File: config.mk
export PLATFORM = sky130hd
export DESIGN_NAME = ttb_ctrl
export DESIGN_NICKNAME = d
export VERILOG_FILES = /design/src/rtl/ttb_pkg.sv /design/src/rtl/ttb_ctrl.sv
export SDC_FILE = /design/constraint.sdc
export NUM_CORES = 1
export LEC_CHECK = 0
export BUFFER_PORTS_ARGS = -buffer_cell sky130_fd_sc_hd__buf_2
export CORE_AREA = 2 2 39 41
export CTS_CLUSTER_SIZE = 24
export DETAILED_ROUTE_END_ITERATION = 10
export DIE_AREA = 0 0 41 43
export RECOVER_POWER = 50
export SKIP_LAST_GASP = 1
export SLEW_MARGIN = 40
export SYNTH_ARGS = -nofsm -noshare
export SYNTH_HDL_FRONTEND = slang
export SYNTH_SLANG_ARGS = --single-unit
File: constraint.sdc
create_clock -name clk -period 1.4 [get_ports clk]
set_input_delay 0.28 -clock clk [delete_from_list [all_inputs] [get_ports clk]]
set_output_delay 0.28 -clock clk [all_outputs]
set_load 0.01 [all_outputs]
File: src/rtl/ttb_pkg.sv
// Package: shared types and constants for the tangent/bitangent block.
`timescale 1ns / 1ps
package ttb_pkg;
	localparam int UV_WIDTH   = 16;
	localparam int QUOT_SHIFT = 20;

	typedef enum logic [2:0] {
		ST_COLLECT,
		ST_DET,
		ST_NUM,
		ST_DIV_START,
		ST_DIV_RUN,
		ST_NEXT,
		ST_OUT
	} state_t;

	typedef struct packed {
		logic load_first;
		logic load_second;
		logic load_third;
		logic calc_det;
		logic calc_num;
		logic div_start;
		logic div_step;
		logic out_load;
	} ctrl_t;

	typedef struct packed {
		logic div_done;
		logic last_comp;
		logic det_zero;
	} stat_t;
endpackage

File: src/rtl/ttb_ctrl.sv
// Controller: corner counting, sequencing of the six divisions, output handshake.
`timescale 1ns / 1ps
module ttb_ctrl (
	input  logic           clk,
	input  logic           arst_n,
	input  logic           in_valid,
	output logic           in_stall,
	output logic           out_valid,
	input  logic           out_stall,
	input  ttb_pkg::stat_t stat,
	output ttb_pkg::ctrl_t ctrl
);
	import ttb_pkg::*;

	state_t state_q, state_next;
	logic [1:0] corner_q;
	logic out_valid_q;
	logic in_acc;

	assign out_valid = out_valid_q;
	assign in_stall = (state_q != ST_COLLECT);
	assign in_acc = in_valid && !in_stall;

	always_comb begin
		state_next = state_q;
		case (state_q)
			ST_COLLECT:   if (in_acc && corner_q == 2'd2) state_next = ST_DET;
			ST_DET:       state_next = ST_NUM;
			ST_NUM:       state_next = stat.det_zero ? ST_OUT : ST_DIV_START;
			ST_DIV_START: state_next = ST_DIV_RUN;
			ST_DIV_RUN:   if (stat.div_done) state_next = ST_NEXT;
			ST_NEXT:      state_next = stat.last_comp ? ST_OUT : ST_DIV_START;
			ST_OUT:       if (!out_valid_q || !out_stall) state_next = ST_COLLECT;
			default:      state_next = ST_COLLECT;
		endcase
	end

	always_comb begin
		ctrl = '0;
		ctrl.load_first  = in_acc && corner_q != 2'd1 && corner_q != 2'd2;
		ctrl.load_second = in_acc && corner_q == 2'd1;
		ctrl.load_third  = in_acc && corner_q == 2'd2;
		ctrl.calc_det    = (state_q == ST_DET);
		ctrl.calc_num    = (state_q == ST_NUM);
		ctrl.div_start   = (state_q == ST_DIV_START);
		ctrl.div_step    = (state_q == ST_DIV_RUN);
		ctrl.out_load    = (state_q == ST_OUT) && (!out_valid_q || !out_stall);
	end

	always_ff @(posedge clk or negedge arst_n) begin
		if (!arst_n) begin
			state_q     <= ST_COLLECT;
			corner_q    <= 2'd0;
			out_valid_q <= 1'b0;
		end else begin
			state_q <= state_next;
			if (in_acc) corner_q <= (corner_q == 2'd2) ? 2'd0 :
				(corner_q == 2'd1) ? 2'd2 : 2'd1;
			if (ctrl.out_load) out_valid_q <= 1'b1;
			else if (!out_stall) out_valid_q <= 1'b0;
		end
	end

	a_stall_busy: assert property (@(posedge clk) disable iff (!arst_n)
		(state_q != ST_COLLECT) |-> in_stall) else $error("accepting while busy");
	a_hold: assert property (@(posedge clk) disable iff (!arst_n)
		(out_valid_q && out_stall) |=> out_valid_q) else $error("result dropped");
	a_load_free: assert property (@(posedge clk) disable iff (!arst_n)
		ctrl.out_load |-> (!out_valid_q || !out_stall)) else $error("overwrite");
endmodule

# Word level (Yosys, flattened, before mapping)
# Cells that the tools add are included.
[totals] regBits=6 input_bits=7 output_inout_bits=10 word_cells=40
[classes] eq_ne=14 mux=10 n_reduce_logical=13
[ops] op="$pmux 3 s7" count=1
[ops] op="$mux 3" count=5
[ops] op="$eq 3x3->1 const B" count=3
[ops] op="$ne 2x2->1 const B" count=4
[ops] op="$eq 3x2->1 const B" count=2
[ops] op="$logic_and 1x1->1" count=6
[ops] op="$mux 2" count=2
[ops] op="$ne 2x1->1 const B" count=2
[ops] op="$eq 3x1->1 const B" count=1
[ops] op="$logic_not 1->1" count=3
[ops] op="$logic_not 3->1" count=1
[ops] op="$reduce_and 3->1" count=1
[ops] op="$reduce_bool 3->1" count=1
[ops] op="$eq 2x1->1 const B" count=1
[ops] op="$eq 2x2->1 const B" count=1
[ops] op="$mux 1" count=2
[ops] op="$logic_or 1x1->1" count=1

# Depth between registers and ports, before layout
# Gate-level depths: netlist (run 1).
[logic_depth] ltp_word=6 ltp_mapped=5 ltp_nobuf=4

# Least setup slack after synthesis (run 1)
# OpenSTA, ideal clock, no wires.
[synth_timing] path_type="flip-flop to output port" start="reg state_q[0]" end="out ctrl[7] in the netlist's numbering" t_arrival_ns=1.027 required_time_ns=1.120 slack_ns=0.093 path_stages_with_launch=5 n_path_buf=1 path_cell_list="dfrtp_1 -> buf_2 -> nor3_2 -> nand2_1 -> nor3_1"
[synth_rtl] item="start, declared" line="ttb_ctrl.sv:15" rtl="state_t state_q, state_next;"
[synth_rtl] item="start signal, assigned" line="ttb_ctrl.sv:56" rtl="state_q <= state_next;"
[synth_rtl] item="end, declared" line="ttb_ctrl.sv:11" rtl="output ttb_pkg::ctrl_t ctrl"

==> results of run 1 <==
[repair_timing]
item                                    4_1_cts  5_1_grt
hold buffers                                  1        0
gates resized for setup                       5        4
setup buffers                                 4        2
endpoints found under the hold margin         6        0
pin swaps                                     5        1
endpoints found under the setup margin        7        9
[cells by family after synthesis]
kind of cell | after synthesis | share of synthesized area, %
mux | 1 | 2.74
buf+inv | 8 | 9.73
simple gates | 19 | 25.2
flops | 6 | 36.5
compound gates | 11 | 19.8
fa+ha+maj | 2 | 6.08
[cells in the mapped netlist (2+ instances only)]
library cell  instances
inv_1                 5
dfrtp_1               6
a21oi_1               3
and3_1                2
a21o_1                3
buf_2                 2
nand2b_1              3
o21ai_0               2
ha_1                  2
a211oi_2              2
nand2_1               4
nor3_1                2
nor2_1                4
[through the flow]
| stage | hold slack (ps) | setup WS, ps |
|---|---|---|
| after floorplan | -15.6 | 92.7 |
| after global placement | 107 | 108 |
| after detailed placement | 103 | 102 |
| after CTS | 331 | -104 |
| after global routing | 357 | -164 |
| final | 331 | -114 |
[how the worst max path moves through the flow]
stage / slack (ps) / end / startpoint / depth (start not counted)
2_1_floorplan: 90 / ctrl[7] / state_q[0] / 4
3_3_place_gp: 110 / ctrl[7] / state_q[2] / 4
3_5_place_dp: 100 / ctrl[7] / state_q[2] / 4
4_1_cts: -100 / ctrl[7] / state_q[1] / 4
5_1_grt: -160 / ctrl[7] / state_q[1] / 4
6_report: -110 / ctrl[5] / state_q[1] / 4
[sequential cells by signal, indices dropped and copies added (netlist names)]
register   count
corner_q       2
out_valid      1
state_q        3
[worst max-delay path, cell delays in order (launching register included)]
cell     delay (ps)
dfrtp_1         380
nor3_2          220
buf_4           150
and3_1          130
buf_2           120
[layer usage]
metal | GRT usage (%) | routed length (µm) | share of wire, %
met5 | 0 | 0 | 0
met3 | 1.57 | 35 | 3.7
met2 | 20.3 | 527 | 55
met4 | 12.0 | 25 | 2.6
met1 | 13.0 | 367 | 38
[layout make-up]
class	instances	area, µm²	area share (%)
multi-input combinational	33	246	39.2
timing repair buffer	26	170	27.1
sequential	6	150	23.9
clock buffer	3	22.5	3.59
tap	16	20.0	3.19
inverter	5	18.8	2.99
[where the power goes]
group          total, mW  switching [mW]  internal [mW]  leakage, nW
Combinational      0.922           0.446          0.476        0.263
Sequential         0.329          0.0666          0.262       0.0747
Clock              0.154          0.0574         0.0966       0.0138
==> flow_summary_export.csv, run 1 <==
group,metric,value,unit
cells_and_area,final_common_cell,"buf_2",
yosys,ys_ff_latch,6,
floorplan,core_area,1380,µm²
grt,grt.total_usage,12.7,%
yosys,syn_nets,56,
timing,period_needed,1510,ps
yosys,netlist_area,412,µm²
floorplan,fp.dieArea,1760,µm²
clock_network,cts_buffers,3,
placed_design,place_area,513,µm²
power_and_ir_drop,power.total,1.40,mW
placed_design,gp_congestion,0.706,
timing,setup_tns,-316,ps
run,drv_cap,0,
drt,vias,428,
setup_path,rr_worst_depth,4,
clock_network,clk_path_buf_depth,2,
yosys,synth_edf_count,0,
drt,drt_iter0_drc,6,
drt,ant_nets,0,
timing,max_slew.worst_pin.slew,291,ps
floorplan,die_h,43,µm
setup_path,required,1120,ps
placed_design,io_buffers,16,
placed_design,hpwl,627,µm
timing,fmax,661,MHz
setup_path,start_kind,"flop",
drt,wl_per_cell,10.7,µm
setup_path,regToRegSetupSlack,60,ps
setup_path,cp-end-kind,"output port",
timing,slew_headroom,80.6,%
clock_network,clockRootBuffer,"clkbuf_4",
yosys,netlist_instances,47,
timing,fin_worst_skew,3.00,ps
setup_path,r2r-start,"state_q[0]",
placed_design,placedCellCount,79,
clock_network,clock_latency,240,ps
hold_path,holdPathStages,3,
cells_and_area,post-route-util,45.4,%
grt,overflow,0,
power_and_ir_drop,p_leak,0.351,nW
floorplan,rows,14,
timing,setup_ws,-114,ps
setup_path,timing.rr.end,"state_q[0]",
grt,grt_max_degree,12,
setup_path,critPathMaxFanout,3,
yosys,ys_top_cells_by_area,"dfrtp_1, a211oi_2, ha_1",
cells_and_area,layout.nets,84,
grt,grt_pass1_wl,1400,µm
cells_and_area,final_cell_mix,"buf_2, buf_4, dfrtp_1",
drt,vias_per_cell,4.81,
clock_network,cts_tree,"done",
cells_and_area,syn2layout_area_growth,52.6,%
setup_path,worstPathArrival,1230,ps
drt,drcViolationCount,0,
setup_path,crit_type,"reg2out",
floorplan,start_util,29.7,%
yosys,synth_top_area_share,36.5,%
clock_network,cts.sinks,6,
cells_and_area,fillers,143,
yosys,yosysSeqAreaShare,36.5,%
yosys,synth.largest_area_cell,"dfrtp_1",
drt,firstDrtPassIters,3,
grt,grt_pass1_vias,351,
hold_path,holdCritStartpoint,"out_stall",
power_and_ir_drop,irDropWorstVdd,0.000682,V
floorplan,io_pins,17,
clock_network,clkTransAtPathRegs,40,ps
timing,setup_viol,7,
timing,drv_slew,0,
yosys,async_reset_ff_share,100,%
timing,hold_viol,0,
cells_and_area,design_area,628,µm²
drt,wl,956,µm
hold_path,min_delay_worst_endpoint,"out_valid",
outcome,violations,"setup timing",
yosys,avgSynthCellArea,8.76,µm²
clock_network,htreeDepth,1,
outcome,outcome,"finished, violations left",
yosys,synth_flop_cell,"dfrtp_1",
grt,antenna_found_initial,0,
cells_and_area,antenna_cells,0,
hold_path,hp-class,"in2reg",
cells_and_area,fin_cells,89,
timing,finalCritPeriodShare,108,%
power_and_ir_drop,p_per_area,2240,nW/µm²
yosys,ys_warn_count,0,
timing,rsz0062_at_grt,"true",
floorplan,die_w,41,µm
cells_and_area,layout-drive-gt1-share,50.7,%
yosys,ys_types,20,
No activity file was read; power rests on OpenSTA's default activity.
==> run 2, diff against run 1 <==
Settings changed: ABC_AREA from default to 1.
Clock period 1.4 ns to 1.64 ns, I/O delays scaled along.
==> flow_summary_export.csv, run 2 <==
group,metric,value,unit
outcome,outcome,"completed",
clock_network,clkTransAtPathRegs,50,ps
drt,wl,861,µm
drt,wl_per_cell,9.16,µm
cells_and_area,layout-drive-gt1-share,39.7,%
power_and_ir_drop,pwr-share-seq,27.1,%
cells_and_area,fillers,165,
power_and_ir_drop,p_leak,0.333,nW
clock_network,clockRootBuffer,"clkbuf_4",
setup_path,start_kind,"flop",
yosys,yosysSeqAreaShare,38.3,%
cells_and_area,design_area,552,µm²
power_and_ir_drop,clockPowerShare,14.2,%
drt,vias,408,
setup_path,cp-end-kind,"output port",
clock_network,htreeDepth,1,
yosys,ys_top_cells_by_area,"dfrtp_1, inv_1, nor2_1",
yosys,ys_ff_latch,6,
floorplan,start_util,28.3,%
setup_path,worst-path-stages,6,
timing,period_needed,1590,ps
clock_network,cts_buffers,3,
clock_network,cts_tree,"done",
power_and_ir_drop,power.total,983,µW
floorplan,io_pins,17,
setup_path,crit_type,"reg2out",
run,drv_cap,0,
floorplan,fp.dieArea,1760,µm²
timing,rsz0062_at_grt,"true",
drt,drcViolationCount,0,
power_and_ir_drop,p_per_area,1780,nW/µm²
timing,fin_worst_skew,1.17,ps
grt,antenna_found_initial,0,
setup_path,crit_chain,"nor2_2 -> nand2_2 -> inv_2 -> nand2_4 -> nor3_2 -> buf_2",
yosys,synth.largest_area_cell,"dfrtp_1",
drt,firstDrtPassIters,4,
power_and_ir_drop,p_comb_share,58.8,%
timing,setup_ws,46.0,ps
setup_path,r2r-start,"state_q[0]",
grt,grt_pass1_wl,1240,µm
floorplan,core_area,1380,µm²
yosys,synth_top_area_share,38.3,%
placed_design,place_area,492,µm²
cells_and_area,layout.nets,89,
yosys,netlist_instances,55,
drt,drt_iter0_drc,4,
timing,finalCritPeriodShare,97.2,%
yosys,ys_top_cells_by_count,"inv_1, nor2_1, nand2_1",
power_and_ir_drop,swShare,44.8,%
grt,grt_max_degree,8,
placed_design,hpwl,636,µm
yosys,synth_edf_count,0,
timing,fmax,627,MHz
placed_design,dp_slack,222,ps
timing,slew_headroom,79.8,%
setup_path,required,1310,ps
floorplan,rows,14,
placed_design,io_buffers,16,
floorplan,die_h,43,µm
clock_network,clk_path_buf_depth,2,
setup_path,regToRegSetupSlack,480,ps
power_and_ir_drop,p_sw,441,µW
setup_path,timing.rr.end,"state_q[2]",
drt,ant_nets,0,
yosys,synth_flop_cell,"dfrtp_1",
hold_path,hp-class,"in2reg",
floorplan,die_w,41,µm
setup_path,critPathMaxFanout,7,
clock_network,cts.sinks,6,
timing,drv_slew,0,
setup_path,crit_family,"simple AND/OR/NAND/NOR gates",
setup_path,worstPathArrival,1270,ps
cells_and_area,top_register,"state_q",
cells_and_area,largest_reg_flops,3,
yosys,avgSynthCellArea,7.12,µm²
setup_path,slowest_stage,"dfrtp_1",
grt,grt_pass1_vias,319,
grt,grt.total_usage,10.6,%
grt,overflow,0,
cells_and_area,final_common_cell,"buf_2",
timing,setup_viol,0,
power_and_ir_drop,irDropWorstVdd,0.000597,V
setup_path,slowest_delay,380,ps
cells_and_area,antenna_cells,0,
placed_design,gp_congestion,0.667,
yosys,netlist_area,392,µm²
setup_path,startpoint,"state_q[1]",
clock_network,clock_latency,250,ps
cells_and_area,final_cell_mix,"buf_2, inv_1, nor2_1",
timing,max_slew.worst_pin.slew,304,ps
drt,vias_per_cell,4.34,
setup_path,critPathBufInv,2,
setup_path,rr_worst_depth,6,
setup_path,endpoint,"ctrl[7]",
timing,hold_viol,0,
yosys,ys_types,16,
cells_and_area,syn2layout_area_growth,40.9,%
power_and_ir_drop,intPower,542,µW
yosys,yosysMostFrequentCell,"inv_1",
yosys,syn_nets,64,
yosys,async_reset_ff_share,100,%
yosys,ys_warn_count,0,
-- run 2: changes by cell type after synthesis, moves of 3 or more --
cell | previous run | this run
nor2_2 | 0 | 3
a21o_1 | 3 | 0
nand2_1 | 4 | 8
inv_1 | 5 | 11
nor2_1 | 4 | 9
nand2b_1 | 3 | 0
-- run 2: logic make-up after synthesis --
group / Yosys count / share of synthesized area, %
AND/OR/NAND/NOR: 27 / 32.3
buffers and inverters: 12 / 11.5
AO/OA/AOI/OAI: 8 / 11.5
flip-flops: 6 / 38.3
adder cells (fa/ha/maj): 2 / 6.39
-- run 2: worst min path at each step --
| stage | slack (ps) | depth (start not counted) | to | from |
|---|---|---|---|---|
| 2_1_floorplan | 30 | 0 | corner_q[0] | arst_n |
| 3_3_place_gp | 150 | 1 | corner_q[0] | arst_n |
| 3_5_place_dp | 160 | 1 | corner_q[0] | arst_n |
| 4_1_cts | 350 | 3 | out_valid | out_stall |
| 5_1_grt | 380 | 3 | out_valid | out_stall |
| 6_report | 360 | 3 | out_valid | out_stall |
-- run 2: layout make-up --
class	count	area [µm²]	area share [%]
well taps	16	20.0	3.63
clock buffers	3	22.5	4.08
multi-input cells	37	201	36.5
repair buffers	20	111	20.2
flip-flops and latches	6	151	27.4
inverters	12	45.0	8.16
-- run 2: timing repair --
action | 4_1_cts | 5_1_grt
hold buffers | 1 | 0
pin swaps | 1 | 2
setup endpoints to repair | 1 | 4
resized for setup | 0 | 5
buffers inserted | 2 | 1
hold endpoints to repair | 6 | 0
-- run 2: worst reg2reg max path: stages, from the launching register on --
cell and delay [ps]:
dfrtp_1 380, buf_4 150, inv_2 70, nand3_1 130, nor2_1 160, nor2_2 60, a21oi_1 140
-- run 2: through the flow --
stage          hold WS [ps]  cells  TNS [ps]  util [%]
2_1_floorplan          32.4     55         0         -
3_3_place_gp            153     87         0      35.5
3_5_place_dp            157     87         0      35.5
4_1_cts                 351     93         0      39.0
5_1_grt                 379     94     -79.5      39.9
6_report                360     94         0      39.9
-- run 2: per-layer routing --
metal	vias up	global-route usage, %	share of wire (%)
met5	-	0	0
met4	0	10.0	2.0
met3	2	1.57	5.1
met2	11	14.7	50
met1	176	13.2	42
li1	219	-	-
-- run 2: power by group through the flow --
stage               registers, mW  logic (mW)  clock network, mW
floorplan                   0.275       0.346                  0
global placement            0.280       0.490                  0
detailed placement          0.281       0.486                  0
CTS                         0.264       0.537              0.147
global route                0.275       0.660              0.153
finish                      0.266       0.578              0.139
==> run 3, diff against run 2 <==
Settings changed: ABC_AREA 1 to 0.
==> flow_summary_export.csv, run 3 (synthesis results as in run 1) <==
group,metric,value,unit
clock_network,cts.sinks,6,
cells_and_area,regArea,151,µm²
power_and_ir_drop,power.total,1.04,mW
grt,grt_max_degree,12,
placed_design,hpwl,645,µm
grt,grt_pass1_wl,1300,µm
timing,hold_viol,0,
drt,wl_met3,32,µm
setup_path,slowest_stage,"dfrtp_1",
setup_path,rr_worst_depth,3,
drt,wl_met2,450,µm
timing,fmax,624,MHz
cells_and_area,top_register,"state_q",
floorplan,fp.dieArea,1760,µm²
setup_path,start_kind,"flop",
timing,fin_worst_skew,1.07,ps
clock_network,clk_path_buf_depth,2,
timing,rsz0062_at_grt,"true",
cells_and_area,design_area,568,µm²
grt,grt_pass1_vias,348,
drt,firstDrtPassIters,4,
setup_path,worstPathArrival,1280,ps
placed_design,gp_congestion,0.720,
timing,finalCritPeriodShare,97.8,%
clock_network,cts_tree,"done",
clock_network,htreeDepth,1,
run,drv_cap,0,
grt,grt.total_usage,10.9,%
placed_design,io_buffers,16,
cells_and_area,fillers,145,
drt,vias,393,
drt,vias_per_cell,4.68,
cells_and_area,layout-drive-gt1-share,39.7,%
outcome,outcome,"completed",
timing,finalHoldWorstSlack,378,ps
floorplan,die_h,43,µm
timing,slew_headroom,79.1,%
cells_and_area,syn2layout_area_growth,38.0,%
setup_path,crit_type,"reg2out",
floorplan,rows,14,
placed_design,place_area,505,µm²
setup_path,slowest_delay,400,ps
cells_and_area,final_cell_mix,"buf_2, inv_1, dfrtp_1",
setup_path,required,1310,ps
hold_path,hp-class,"in2reg",
grt,antenna_found_initial,0,
setup_path,cp-end-kind,"output port",
power_and_ir_drop,irDropWorstVdd,0.000644,V
timing,setup_viol,0,
clock_network,clockRootBuffer,"clkbuf_4",
drt,wl,841,µm
setup_path,timing.rr.end,"state_q[0]",
clock_network,clkTransAtPathRegs,40,ps
cells_and_area,layout.nets,79,
power_and_ir_drop,p_leak,0.304,nW
drt,drcViolationCount,0,
timing,period_needed,1600,ps
drt,ant_nets,0,
timing,drv_slew,0,
hold_path,holdCritStartpoint,"stat[0]",
cells_and_area,multi_input_area,235,µm²
drt,drt_iter0_drc,1,
floorplan,die_w,41,µm
cells_and_area,antenna_cells,0,
setup_path,r2r-start,"state_q[0]",
cells_and_area,final_common_cell,"buf_2",
cells_and_area,largest_reg_flops,3,
grt,overflow,0,
clock_network,cts_buffers,3,
setup_path,regToRegSetupSlack,350,ps
hold_path,min_delay_worst_endpoint,"state_q[0]",
timing,setup_tns,0,ps
drt,top_layer_used,"met3",
setup_path,critPathMaxFanout,3,
setup_path,crit_chain,"nor3_4 -> buf_4 -> and3_4 -> buf_6",
drt,wl_per_cell,10.0,µm
timing,max_slew.worst_pin.slew,313,ps
clock_network,clock_latency,240,ps
floorplan,io_pins,17,
power_and_ir_drop,p_per_area,1820,nW/µm²
hold_path,holdPathStages,3,
floorplan,start_util,29.7,%
floorplan,core_area,1380,µm²
drt,wirelength_met1,358,µm
==> run 3: metrics by stage <==
step | cells | worst slack, ps | util, %
floorplan | 47 | 285 | -
global placement | 78 | 260 | 36.5
detailed placement | 78 | 241 | 36.5
CTS | 84 | 41.3 | 40.5
global route | 84 | -36.8 | 41.0
finish | 84 | 36.7 | 41.0
==> run 3: worst max-delay path by stage <==
stage	startpoint	to	slack [ps]
2_1_floorplan	state_q[0]	ctrl[7]	280
3_3_place_gp	state_q[0]	ctrl[7]	260
3_5_place_dp	state_q[0]	ctrl[7]	240
4_1_cts	state_q[0]	ctrl[7]	40
5_1_grt	state_q[2]	ctrl[5]	-40
6_report	state_q[2]	ctrl[5]	40
==> run 3: repair_timing <==
| item | CTS | global route |
|---|---|---|
| endpoints found under the hold margin | 6 | 0 |
| gates resized for setup | 2 | 3 |
| setup endpoints to repair | 1 | 2 |
| pin swaps | 1 | 1 |
| hold buffers | 1 | 0 |
| setup buffers | 2 | 0 |
==> run 3: final cells by class <==
class / instances / area share, %
clock buffer: 3 / 3.96
inverter: 5 / 3.30
multi-input combinational: 33 / 41.4
sequential: 6 / 26.7
tap: 16 / 3.52
timing repair buffer: 21 / 21.1
==> run 3: power by group <==
group / leakage [nW] / total, mW / switching [mW] / internal (mW)
clock: 0.0138 / 0.133 / 0.0508 / 0.0826
combinational: 0.217 / 0.607 / 0.322 / 0.285
sequential: 0.0735 / 0.295 / 0.0687 / 0.226
total: 0.304 / 1.04 / 0.442 / 0.594
==> run 3: routing by layer <==
layer  track usage (%)  vias up
met1              13.2      185
met5                 0        -
met3              3.14        0
met4              6.00        0
met2              16.6        8
li1                  -      200
==> run 3: worst max-delay path: cells and delay by family, from the launching register on <==
family,cells,cell delay (ps)
flops,1,400
buf+inv,2,230
simple gates,2,390
